## src/sv/reader_writer_lock_fifo_macros.svh

```systemverilog
// ----------------------------------------------------------------------------
// reader_writer_lock_fifo assertion macros
// shared property forms for the lock manager checks
// ----------------------------------------------------------------------------
`ifndef READER_WRITER_LOCK_FIFO_MACROS_SVH
`define READER_WRITER_LOCK_FIFO_MACROS_SVH

// same-cycle implication
`define RWL_ASSERT_NOW(label, ante, cons) \
    label: assert property (@(posedge i_clk) disable iff (!i_rst_n) (ante) |-> (cons)) \
        else $error("rwl check failed");

// next-cycle implication
`define RWL_ASSERT_NEXT(label, ante, cons) \
    label: assert property (@(posedge i_clk) disable iff (!i_rst_n) (ante) |=> (cons)) \
        else $error("rwl check failed");

`endif

```

## src/sv/rwl_pkg.sv

```systemverilog
// ----------------------------------------------------------------------------
// rwl_pkg
// types and constants of the reader-writer lock manager
// ----------------------------------------------------------------------------
package rwl_pkg;

    localparam int QUEUE_DEPTH = 16;
    localparam int ID_WIDTH    = 8;
    localparam int COUNT_WIDTH = 8;
    localparam int MAX_RESULTS = 16;

    localparam int FIELD_ID_W = 8;
    localparam int PTR_W      = (QUEUE_DEPTH > 1) ? $clog2(QUEUE_DEPTH) : 1;
    localparam int QCNT_W     = $clog2(QUEUE_DEPTH + 1);
    localparam int NRES_W     = $clog2(MAX_RESULTS + 1);
    localparam int ID_KEEP    = (ID_WIDTH < FIELD_ID_W) ? ID_WIDTH : FIELD_ID_W;

    localparam logic [FIELD_ID_W-1:0]  ID_MASK   = FIELD_ID_W'((64'd1 << ID_KEEP) - 64'd1);
    localparam logic [COUNT_WIDTH-1:0] COUNT_MAX = '1;

    localparam logic MODE_READ   = 1'b0;
    localparam logic MODE_WRITE  = 1'b1;
    localparam logic REQ_ACQUIRE = 1'b0;
    localparam logic REQ_RELEASE = 1'b1;

    typedef logic [FIELD_ID_W-1:0] t_id;

    typedef enum logic [2:0] {
        KIND_GRANT_NOW,
        KIND_QUEUED,
        KIND_GRANT_QUEUED,
        KIND_RELEASED,
        KIND_QUEUE_FULL,
        KIND_COUNT_FULL,
        KIND_RELEASE_IDLE
    } t_kind;

    typedef enum logic [1:0] {
        S_IDLE,
        S_DECIDE,
        S_READ,
        S_CHECK
    } t_state;

    typedef enum logic [1:0] {
        CNT_HOLD,
        CNT_INC,
        CNT_DEC
    } t_cnt_op;

    typedef struct packed {
        t_cnt_op op;
        logic    mode;
    } t_cnt_cmd;

    typedef struct packed {
        logic zero;
        logic full;
        logic mode;
    } t_cnt_stat;

    typedef struct packed {
        logic mode;
        t_id  id;
    } t_entry;

    localparam int ENTRY_W = $bits(t_entry);

    typedef struct packed {
        logic  valid;
        t_kind kind;
        t_id   id;
        logic  mode;
        logic  last;
    } t_result;

endpackage

```

## src/sv/rwl_ram.sv

```systemverilog
// ----------------------------------------------------------------------------
// rwl_ram
// generic single-write, single-read ram with registered read data
// ----------------------------------------------------------------------------
module rwl_ram #(
    parameter int WIDTH = 8,
    parameter int DEPTH = 16
) (
    input  logic                                       i_clk,
    input  logic                                       i_we,
    input  logic [((DEPTH > 1) ? $clog2(DEPTH) : 1)-1:0] i_waddr,
    input  logic [WIDTH-1:0]                           i_wdata,
    input  logic [((DEPTH > 1) ? $clog2(DEPTH) : 1)-1:0] i_raddr,
    output logic [WIDTH-1:0]                           o_rdata
);

    logic [WIDTH-1:0] r_mem [DEPTH];
    logic [WIDTH-1:0] r_rdata;

    always_ff @(posedge i_clk) begin
        if (i_we) begin
            r_mem[i_waddr] <= i_wdata;
        end
        r_rdata <= r_mem[i_raddr];
    end

    assign o_rdata = r_rdata;

endmodule

```

## src/sv/rwl_hold.sv

```systemverilog
// ----------------------------------------------------------------------------
// rwl_hold
// holder count and held mode with the shared increment/decrement unit
// ----------------------------------------------------------------------------
module rwl_hold
    import rwl_pkg::*;
(
    input  logic      i_clk,
    input  logic      i_rst_n,
    input  t_cnt_cmd  i_cmd,
    output t_cnt_stat o_stat
);

    logic [COUNT_WIDTH-1:0] r_count;
    logic [COUNT_WIDTH-1:0] n_count;
    logic                   r_mode;
    logic                   n_mode;

    always_comb begin
        n_count = r_count;
        n_mode  = r_mode;
        case (i_cmd.op)
            CNT_INC: begin
                n_count = r_count + COUNT_WIDTH'(1);
                n_mode  = i_cmd.mode;
            end
            CNT_DEC: begin
                n_count = r_count - COUNT_WIDTH'(1);
            end
            default: begin
                n_count = r_count;
            end
        endcase
    end

    always_ff @(posedge i_clk) begin
        if (!i_rst_n) begin
            r_count <= '0;
            r_mode  <= MODE_READ;
        end else begin
            r_count <= n_count;
            r_mode  <= n_mode;
        end
    end

    assign o_stat.zero = (r_count == '0);
    assign o_stat.full = (r_count == COUNT_MAX);
    assign o_stat.mode = r_mode;

endmodule

```

## src/sv/rwl_seq.sv

```systemverilog
// ----------------------------------------------------------------------------
// rwl_seq
// request sequencer: decides grants, runs the wait queue and the grant loop
// ----------------------------------------------------------------------------
`include "reader_writer_lock_fifo_macros.svh"

module rwl_seq
    import rwl_pkg::*;
(
    input  logic               i_clk,
    input  logic               i_rst_n,
    input  logic               i_start,
    input  logic               i_req_type,
    input  logic               i_access_mode,
    input  t_id                i_requester_id,
    output logic               o_busy,
    input  t_cnt_stat          i_cnt_stat,
    output t_cnt_cmd           o_cnt_cmd,
    output logic               o_ram_we,
    output logic [PTR_W-1:0]   o_ram_waddr,
    output logic [ENTRY_W-1:0] o_ram_wdata,
    output logic [PTR_W-1:0]   o_ram_raddr,
    input  logic [ENTRY_W-1:0] i_ram_rdata,
    output t_result            o_res
);

    t_state             r_state;
    t_state             n_state;
    logic [PTR_W-1:0]   r_head;
    logic [PTR_W-1:0]   n_head;
    logic [PTR_W-1:0]   r_tail;
    logic [PTR_W-1:0]   n_tail;
    logic [QCNT_W-1:0]  r_qcount;
    logic [QCNT_W-1:0]  n_qcount;
    logic [NRES_W-1:0]  r_nres;
    logic [NRES_W-1:0]  n_nres;
    t_result            r_pend;
    t_result            n_pend;
    logic               r_req_type;
    logic               r_req_mode;
    t_id                r_req_id;
    t_entry             entry;
    t_result            fin_res;
    logic               go_on;
    logic               blocked;
    logic               accept;

    function automatic logic [PTR_W-1:0] next_pos(input logic [PTR_W-1:0] p);
        return (p == PTR_W'(QUEUE_DEPTH - 1)) ? '0 : p + PTR_W'(1);
    endfunction

    assign accept  = i_start && (r_state == S_IDLE);
    assign o_busy  = (r_state != S_IDLE);
    assign entry   = t_entry'(i_ram_rdata);
    assign go_on   = (r_qcount != '0) && (r_nres < NRES_W'(MAX_RESULTS)) && !i_cnt_stat.full;
    assign blocked = !i_cnt_stat.zero &&
                     !((i_cnt_stat.mode == MODE_READ) && (entry.mode == MODE_READ));

    always_comb begin
        if (r_pend.valid) begin
            fin_res      = r_pend;
            fin_res.last = 1'b1;
        end else begin
            fin_res = '{valid: 1'b1, kind: KIND_RELEASED, id: r_req_id,
                        mode: r_req_mode, last: 1'b1};
        end
    end

    // next state
    always_comb begin
        n_state = r_state;
        case (r_state)
            S_IDLE: begin
                if (i_start) begin
                    n_state = S_DECIDE;
                end
            end
            S_DECIDE: begin
                if ((r_req_type == REQ_RELEASE) && !i_cnt_stat.zero) begin
                    n_state = S_READ;
                end else begin
                    n_state = S_IDLE;
                end
            end
            S_READ: begin
                n_state = go_on ? S_CHECK : S_IDLE;
            end
            S_CHECK: begin
                n_state = blocked ? S_IDLE : S_READ;
            end
            default: begin
                n_state = S_IDLE;
            end
        endcase
    end

    // outputs and datapath
    always_comb begin
        n_head      = r_head;
        n_tail      = r_tail;
        n_qcount    = r_qcount;
        n_nres      = r_nres;
        n_pend      = r_pend;
        o_cnt_cmd   = '{op: CNT_HOLD, mode: r_req_mode};
        o_ram_we    = 1'b0;
        o_ram_waddr = r_tail;
        o_ram_wdata = {r_req_mode, r_req_id};
        o_res       = '{valid: 1'b0, kind: KIND_RELEASED, id: r_req_id,
                        mode: r_req_mode, last: 1'b0};
        case (r_state)
            S_IDLE: begin
                if (i_start) begin
                    n_pend.valid = 1'b0;
                    n_nres       = '0;
                end
            end
            S_DECIDE: begin
                o_res.valid = 1'b1;
                o_res.last  = 1'b1;
                if (r_req_type != REQ_RELEASE) begin
                    if (i_cnt_stat.zero) begin
                        o_cnt_cmd.op = CNT_INC;
                        o_res.kind   = KIND_GRANT_NOW;
                    end else if ((r_req_mode == MODE_READ) && (i_cnt_stat.mode == MODE_READ)) begin
                        if (i_cnt_stat.full) begin
                            o_res.kind = KIND_COUNT_FULL;
                        end else begin
                            o_cnt_cmd.op = CNT_INC;
                            o_res.kind   = KIND_GRANT_NOW;
                        end
                    end else if (r_qcount == QCNT_W'(QUEUE_DEPTH)) begin
                        o_res.kind = KIND_QUEUE_FULL;
                    end else begin
                        o_ram_we   = 1'b1;
                        n_tail     = next_pos(r_tail);
                        n_qcount   = r_qcount + QCNT_W'(1);
                        o_res.kind = KIND_QUEUED;
                    end
                end else if (i_cnt_stat.zero) begin
                    o_res.kind = KIND_RELEASE_IDLE;
                end else begin
                    o_cnt_cmd.op = CNT_DEC;
                    o_res.valid  = 1'b0;
                    o_res.last   = 1'b0;
                end
            end
            S_READ: begin
                if (!go_on) begin
                    o_res = fin_res;
                end
            end
            S_CHECK: begin
                if (blocked) begin
                    o_res = fin_res;
                end else begin
                    n_head         = next_pos(r_head);
                    n_qcount       = r_qcount - QCNT_W'(1);
                    n_nres         = r_nres + NRES_W'(1);
                    o_cnt_cmd.op   = CNT_INC;
                    o_cnt_cmd.mode = entry.mode;
                    if (r_pend.valid) begin
                        o_res      = r_pend;
                        o_res.last = 1'b0;
                    end
                    n_pend = '{valid: 1'b1, kind: KIND_GRANT_QUEUED, id: entry.id,
                               mode: entry.mode, last: 1'b0};
                end
            end
            default: begin
                o_res.valid = 1'b0;
            end
        endcase
    end

    assign o_ram_raddr = r_head;

    always_ff @(posedge i_clk) begin
        if (!i_rst_n) begin
            r_state  <= S_IDLE;
            r_head   <= '0;
            r_tail   <= '0;
            r_qcount <= '0;
            r_nres   <= '0;
            r_pend   <= '0;
        end else begin
            r_state  <= n_state;
            r_head   <= n_head;
            r_tail   <= n_tail;
            r_qcount <= n_qcount;
            r_nres   <= n_nres;
            r_pend   <= n_pend;
        end
    end

    always_ff @(posedge i_clk) begin
        if (accept) begin
            r_req_type <= i_req_type;
            r_req_mode <= i_access_mode;
            r_req_id   <= i_requester_id & ID_MASK;
        end
    end

    `RWL_ASSERT_NEXT(a_accept_busy, accept, o_busy)
    `RWL_ASSERT_NEXT(a_last_frees, o_res.valid && o_res.last, !o_busy)
    `RWL_ASSERT_NOW(a_qcount_range, 1'b1, r_qcount <= QCNT_W'(QUEUE_DEPTH))
    `RWL_ASSERT_NOW(a_pop_nonempty, (r_state == S_CHECK) && !blocked, r_qcount != '0)

endmodule

```

## src/sv/reader_writer_lock_fifo.sv

```systemverilog
// ----------------------------------------------------------------------------
// reader_writer_lock_fifo
// reader-writer lock manager for one shared object with a fifo wait queue
// ----------------------------------------------------------------------------
// acquire: busy the cycle after the request; result registered from the decide state
// release: when idle, busy in the decide state only; else decide, then a read and a check
//   state per queued grant (registered queue ram read at the head, then the check)
// at most one result per cycle as single-cycle strobes; the receiver cannot stall
// reset (synchronous, active low) empties the queue and clears the holder count
// ----------------------------------------------------------------------------
module reader_writer_lock_fifo
    import rwl_pkg::*;
(
    input  logic       i_clk,
    input  logic       i_rst_n,
    input  logic       start,
    output logic       busy,
    input  logic       i_req_type,
    input  logic       i_access_mode,
    input  logic [7:0] i_requester_id,
    output logic       o_valid,
    output logic [2:0] o_kind,
    output logic [7:0] o_grant_id,
    output logic       o_grant_mode,
    output logic       o_last
);

    t_cnt_cmd           cnt_cmd;
    t_cnt_stat          cnt_stat;
    logic               ram_we;
    logic [PTR_W-1:0]   ram_waddr;
    logic [ENTRY_W-1:0] ram_wdata;
    logic [PTR_W-1:0]   ram_raddr;
    logic [ENTRY_W-1:0] ram_rdata;
    t_result            res;
    logic               r_valid;
    t_result            r_out;

    rwl_seq u_seq (
        .i_clk          (i_clk),
        .i_rst_n        (i_rst_n),
        .i_start        (start),
        .i_req_type     (i_req_type),
        .i_access_mode  (i_access_mode),
        .i_requester_id (i_requester_id),
        .o_busy         (busy),
        .i_cnt_stat     (cnt_stat),
        .o_cnt_cmd      (cnt_cmd),
        .o_ram_we       (ram_we),
        .o_ram_waddr    (ram_waddr),
        .o_ram_wdata    (ram_wdata),
        .o_ram_raddr    (ram_raddr),
        .i_ram_rdata    (ram_rdata),
        .o_res          (res)
    );

    rwl_hold u_hold (
        .i_clk   (i_clk),
        .i_rst_n (i_rst_n),
        .i_cmd   (cnt_cmd),
        .o_stat  (cnt_stat)
    );

    rwl_ram #(
        .WIDTH (ENTRY_W),
        .DEPTH (QUEUE_DEPTH)
    ) u_queue (
        .i_clk   (i_clk),
        .i_we    (ram_we),
        .i_waddr (ram_waddr),
        .i_wdata (ram_wdata),
        .i_raddr (ram_raddr),
        .o_rdata (ram_rdata)
    );

    always_ff @(posedge i_clk) begin
        if (!i_rst_n) begin
            r_valid <= 1'b0;
        end else begin
            r_valid <= res.valid;
        end
    end

    always_ff @(posedge i_clk) begin
        r_out <= res;
    end

    assign o_valid      = r_valid;
    assign o_kind       = r_out.kind;
    assign o_grant_id   = r_out.id;
    assign o_grant_mode = r_out.mode;
    assign o_last       = r_out.last;

endmodule
```

## config.mk

```make
export PLATFORM = sky130hd
export DESIGN_NAME = reader_writer_lock_fifo
export DESIGN_NICKNAME = d
export VERILOG_FILES = /design/src/sv/rwl_pkg.sv /design/src/sv/rwl_ram.sv /design/src/sv/rwl_hold.sv /design/src/sv/rwl_seq.sv /design/src/sv/reader_writer_lock_fifo.sv
export VERILOG_INCLUDE_DIRS = /design/src /design/src/sv
export SDC_FILE = /design/constraint.sdc
export NUM_CORES = 1
export LEC_CHECK = 0
export BUFFER_PORTS_ARGS = -buffer_cell sky130_fd_sc_hd__buf_2
export CELL_PAD_IN_SITES_DETAIL_PLACEMENT = 1
export CELL_PAD_IN_SITES_GLOBAL_PLACEMENT = 2
export CORE_MARGIN = 2
export CORE_UTILIZATION = 50
export CTS_CLUSTER_DIAMETER = 100
export DETAILED_ROUTE_END_ITERATION = 8
export PLACE_DENSITY_LB_ADDON = 0.1
export SLEW_MARGIN = 10
export SYNTH_ARGS = -nofsm -noshare
export SYNTH_HDL_FRONTEND = slang
export SYNTH_SLANG_ARGS = --single-unit
export TNS_END_PERCENT = 20
```

## constraint.sdc

```tcl
create_clock -name i_clk -period 8.8 [get_ports i_clk]
set_input_delay 0.44 -clock i_clk [delete_from_list [all_inputs] [get_ports i_clk]]
set_output_delay 0.44 -clock i_clk [all_outputs]
set_load 0.1 [all_outputs]
```

==> results.json <==
{
  "status": "completed",
  "endpoint_kind": "register",
  "netlist_instances": 546,
  "grt_pass1_wl_um": 28200,
  "vias": 4628,
  "routabilityCongestion": 0.773,
  "vias_per_cell": 5.62,
  "grt_max_degree": 46,
  "worstSetupStartpointType": "register",
  "synth_seq_cells": 217,
  "worst_slack_ns": 5.39,
  "worst_slew_pin_slew_ns": 0.994,
  "final_cell_mix": "edfxtp_1 (154), dfxtp_1 (62), mux4_2 (45), nand2_1 (42), buf_2 (27)",
  "crit_path_max_incr_delay_ns": 0.45,
  "port_buffers": 27,
  "skew_ns": 0.0119,
  "rows": 48,
  "fin_hold_ws_ns": 0.120,
  "clock-sinks": 217,
  "antenna_found_initial": 0,
  "hold_class": "input port to register",
  "power_density_mw_per_mm2": 218,
  "hold_buffers": 0,
  "area_delta_synth_final_pct": 12.5,
  "die_width_um": 136,
  "path_max_fanout": 15,
  "diodes": 0,
  "synth.distinct_cells": 54,
  "ys_warn_count": 0,
  "cts_made_buffers": 23,
  "crit_chain": "nor4_4 > a21oi_1 > nor2_1 > buf_4 > a21oi_1 > ha_1 > ha_1 > a21o_1 > a31o_2 > o21a_1 > o311ai_0 > o41ai_1",
  "wl_per_cell_um": 21.6,
  "cts_tree": "done",
  "clkTransAtPathRegs_ns": 0.06,
  "fin_crit_ns": 3.41,
  "hold_violations": 0,
  "cts_root_buf": "clkbuf_16",
  "synthFlopType": "edfxtp_1",
  "fin_nets": 615,
  "dp_hpwl_um": 11900,
  "synth_edf_count": 154,
  "post_cts_buffers": 0,
  "layout_commonest_cell": "edfxtp_1",
  "setup_tns_ns": 0,
  "first_pass_iters": 4,
  "report.final.slew_viol_count": 0,
  "fill_cells": 1602,
  "cts_buffer_depth": 3,
  "insertion_delay_ns": 0.49,
  "first_global_vias": 4925,
  "slowest_stage": "nor4_4",
  "ir_drop_mv": 0.172,
  "antenna_left": 0,
  "die-area_mm2": 0.0185,
  "p_leak_nw": 3.28,
  "clock.fmax_mhz": 293,
  "grt_util_all_layers": 0.202,
  "htreeDepth": 1,
  "setup.worst_path.class": "register to register",
  "num_io_pins": 28,
  "syn-num-nets": 578,
  "synthesis.area_mm2": 0.00872,
  "drv_cap": 0,
  "post_cts_resized": 0,
  "syn_area_per_cell_um2": 16.0,
  "initial_core_util": 0.508,
  "coreArea_mm2": 0.0172,
  "fin_crit_sh": 0.388,
  "arrival_ns": 3.77,
  "overflow": 0,
  "finalWirelength_um": 17800,
  "async_flop_share": 0,
  "maxSlewHeadroom": 0.335,
  "rsz0062_at_grt": "false",
  "drc": 0,
  "first_iter_violations": 209,
  "ys_seq_area_frac": 0.675,
  "die_height_um": 136,
  "drive_gt1_frac": 0.210,
  "worstPathRequired_ns": 9.16,
  "place_ws_ns": 5.41,
  "fin_total_pwr_mw": 2.14,
  "setup_viol_count_final": 0
}
[routing by layer]
metal  wire, um  GRT usage
met4        337     0.0619
met2       9110      0.338
met5          0          0
met1       7710      0.274
met3        650     0.0336
[where the power goes]
part | total (mW) | switching (mW) | leakage [nW] | internal [mW]
registers | 1.13 | 0.0202 | 1.91 | 1.11
logic | 0.0975 | 0.0731 | 1.03 | 0.0244
clock network | 0.908 | 0.375 | 0.346 | 0.533
[flip-flops by register name, indices dropped and copies added (netlist names)]
signal             flops
o_valid                1
o_grant_mode           1
u_hold.r_mode          1
u_queue.o_rdata        9
o_kind                 3
u_seq.o_ram_raddr      4
u_seq.r_nres           5
u_seq.r_req_mode       1
u_hold.r_count         8
u_seq.r_req_id         8
o_last                 1
u_seq.r_pend          11
u_queue.r_mem        144
u_seq.r_state          2
u_seq.r_qcount         5
o_grant_id             8
u_seq.o_ram_waddr      4
u_seq.r_req_type       1
[path summary, 6_finish.rpt]
kind / from / to / slack (ns) / cells past startpoint
worst max-delay path: u_hold.r_count[3] / u_hold.r_count[7] / 5.39 / 12
worst min-delay path: i_requester_id[0] / u_seq.r_req_id[0] / 0.12 / 1
worst max register to register: u_hold.r_count[3] / u_hold.r_count[7] / 5.39 / 12
worst min register to register: u_queue.o_rdata[4] / u_seq.r_pend[6] / 0.46 / 2
[synthesized netlist by cell type (4+ instances only)]
library cell  instances  area, um^2
a21boi_0             14         105
a21o_1                4        30.0
a21oi_1              16        80.1
a31oi_1               6        37.5
and2_1               11        68.8
and3_1                4        25.0
buf_2                 5        25.0
clkbuf_1             13        48.8
dfxtp_1              63        1260
edfxtp_1            154        4620
ha_1                 17         213
inv_1                17        63.8
mux2_2                9         101
mux4_2               45        1010
nand2_1              42         158
nand2b_1              4        25.0
nand3_1               9        45.0
nor2_1               23        86.3
nor2b_1              10        62.6
nor3_1                8        40.0
o21a_1                6        45.0
o21ai_0               9        45.0
o31ai_1               4        30.0
xnor2_1               9        78.8
[logic make-up (layout without fill, tap and decap cells)]
kind of cell,Yosys count,in the layout,synth area share
AO/OA/AOI/OAI,76,76,0.0610
XOR/XNOR,12,12,0.0120
adder cells (fa/ha/maj),19,19,0.0290
buffers and inverters,39,92,0.0179
flip-flops,217,217,0.675
multiplexers,56,56,0.130
AND/OR/NAND/NOR,127,127,0.0753
[final cells by class]
cell class	instances	area, um^2	area share
flip-flops and latches	217	5890	0.600
multi-input cells	290	2680	0.273
inverters	17	63.8	0.00650
clock inverters	11	78.8	0.00803
repair buffers	34	188	0.0191
well taps	225	282	0.0287
clock buffers	30	632	0.0644
[worst max-delay path, delay by kind of cell (launching register included)]
family / cells / cell delay (ns)
AOI/OAI and AO/OA: 7 / 1.33
adders and majority gates: 2 / 0.77
DFF: 1 / 0.36
and+or+nand+nor: 2 / 0.58
buffers and inverters: 1 / 0.22
[per-stage QoR]
step | instances | util | area (um^2)
after floorplan | 546 | - | 8720
after global placement | 783 | 0.530 | 9100
after detailed placement | 783 | 0.530 | 9100
after CTS | 824 | 0.571 | 9810
after global routing | 824 | 0.571 | 9810
final | 824 | 0.571 | 9810
(Power assumes the default switching activity.)
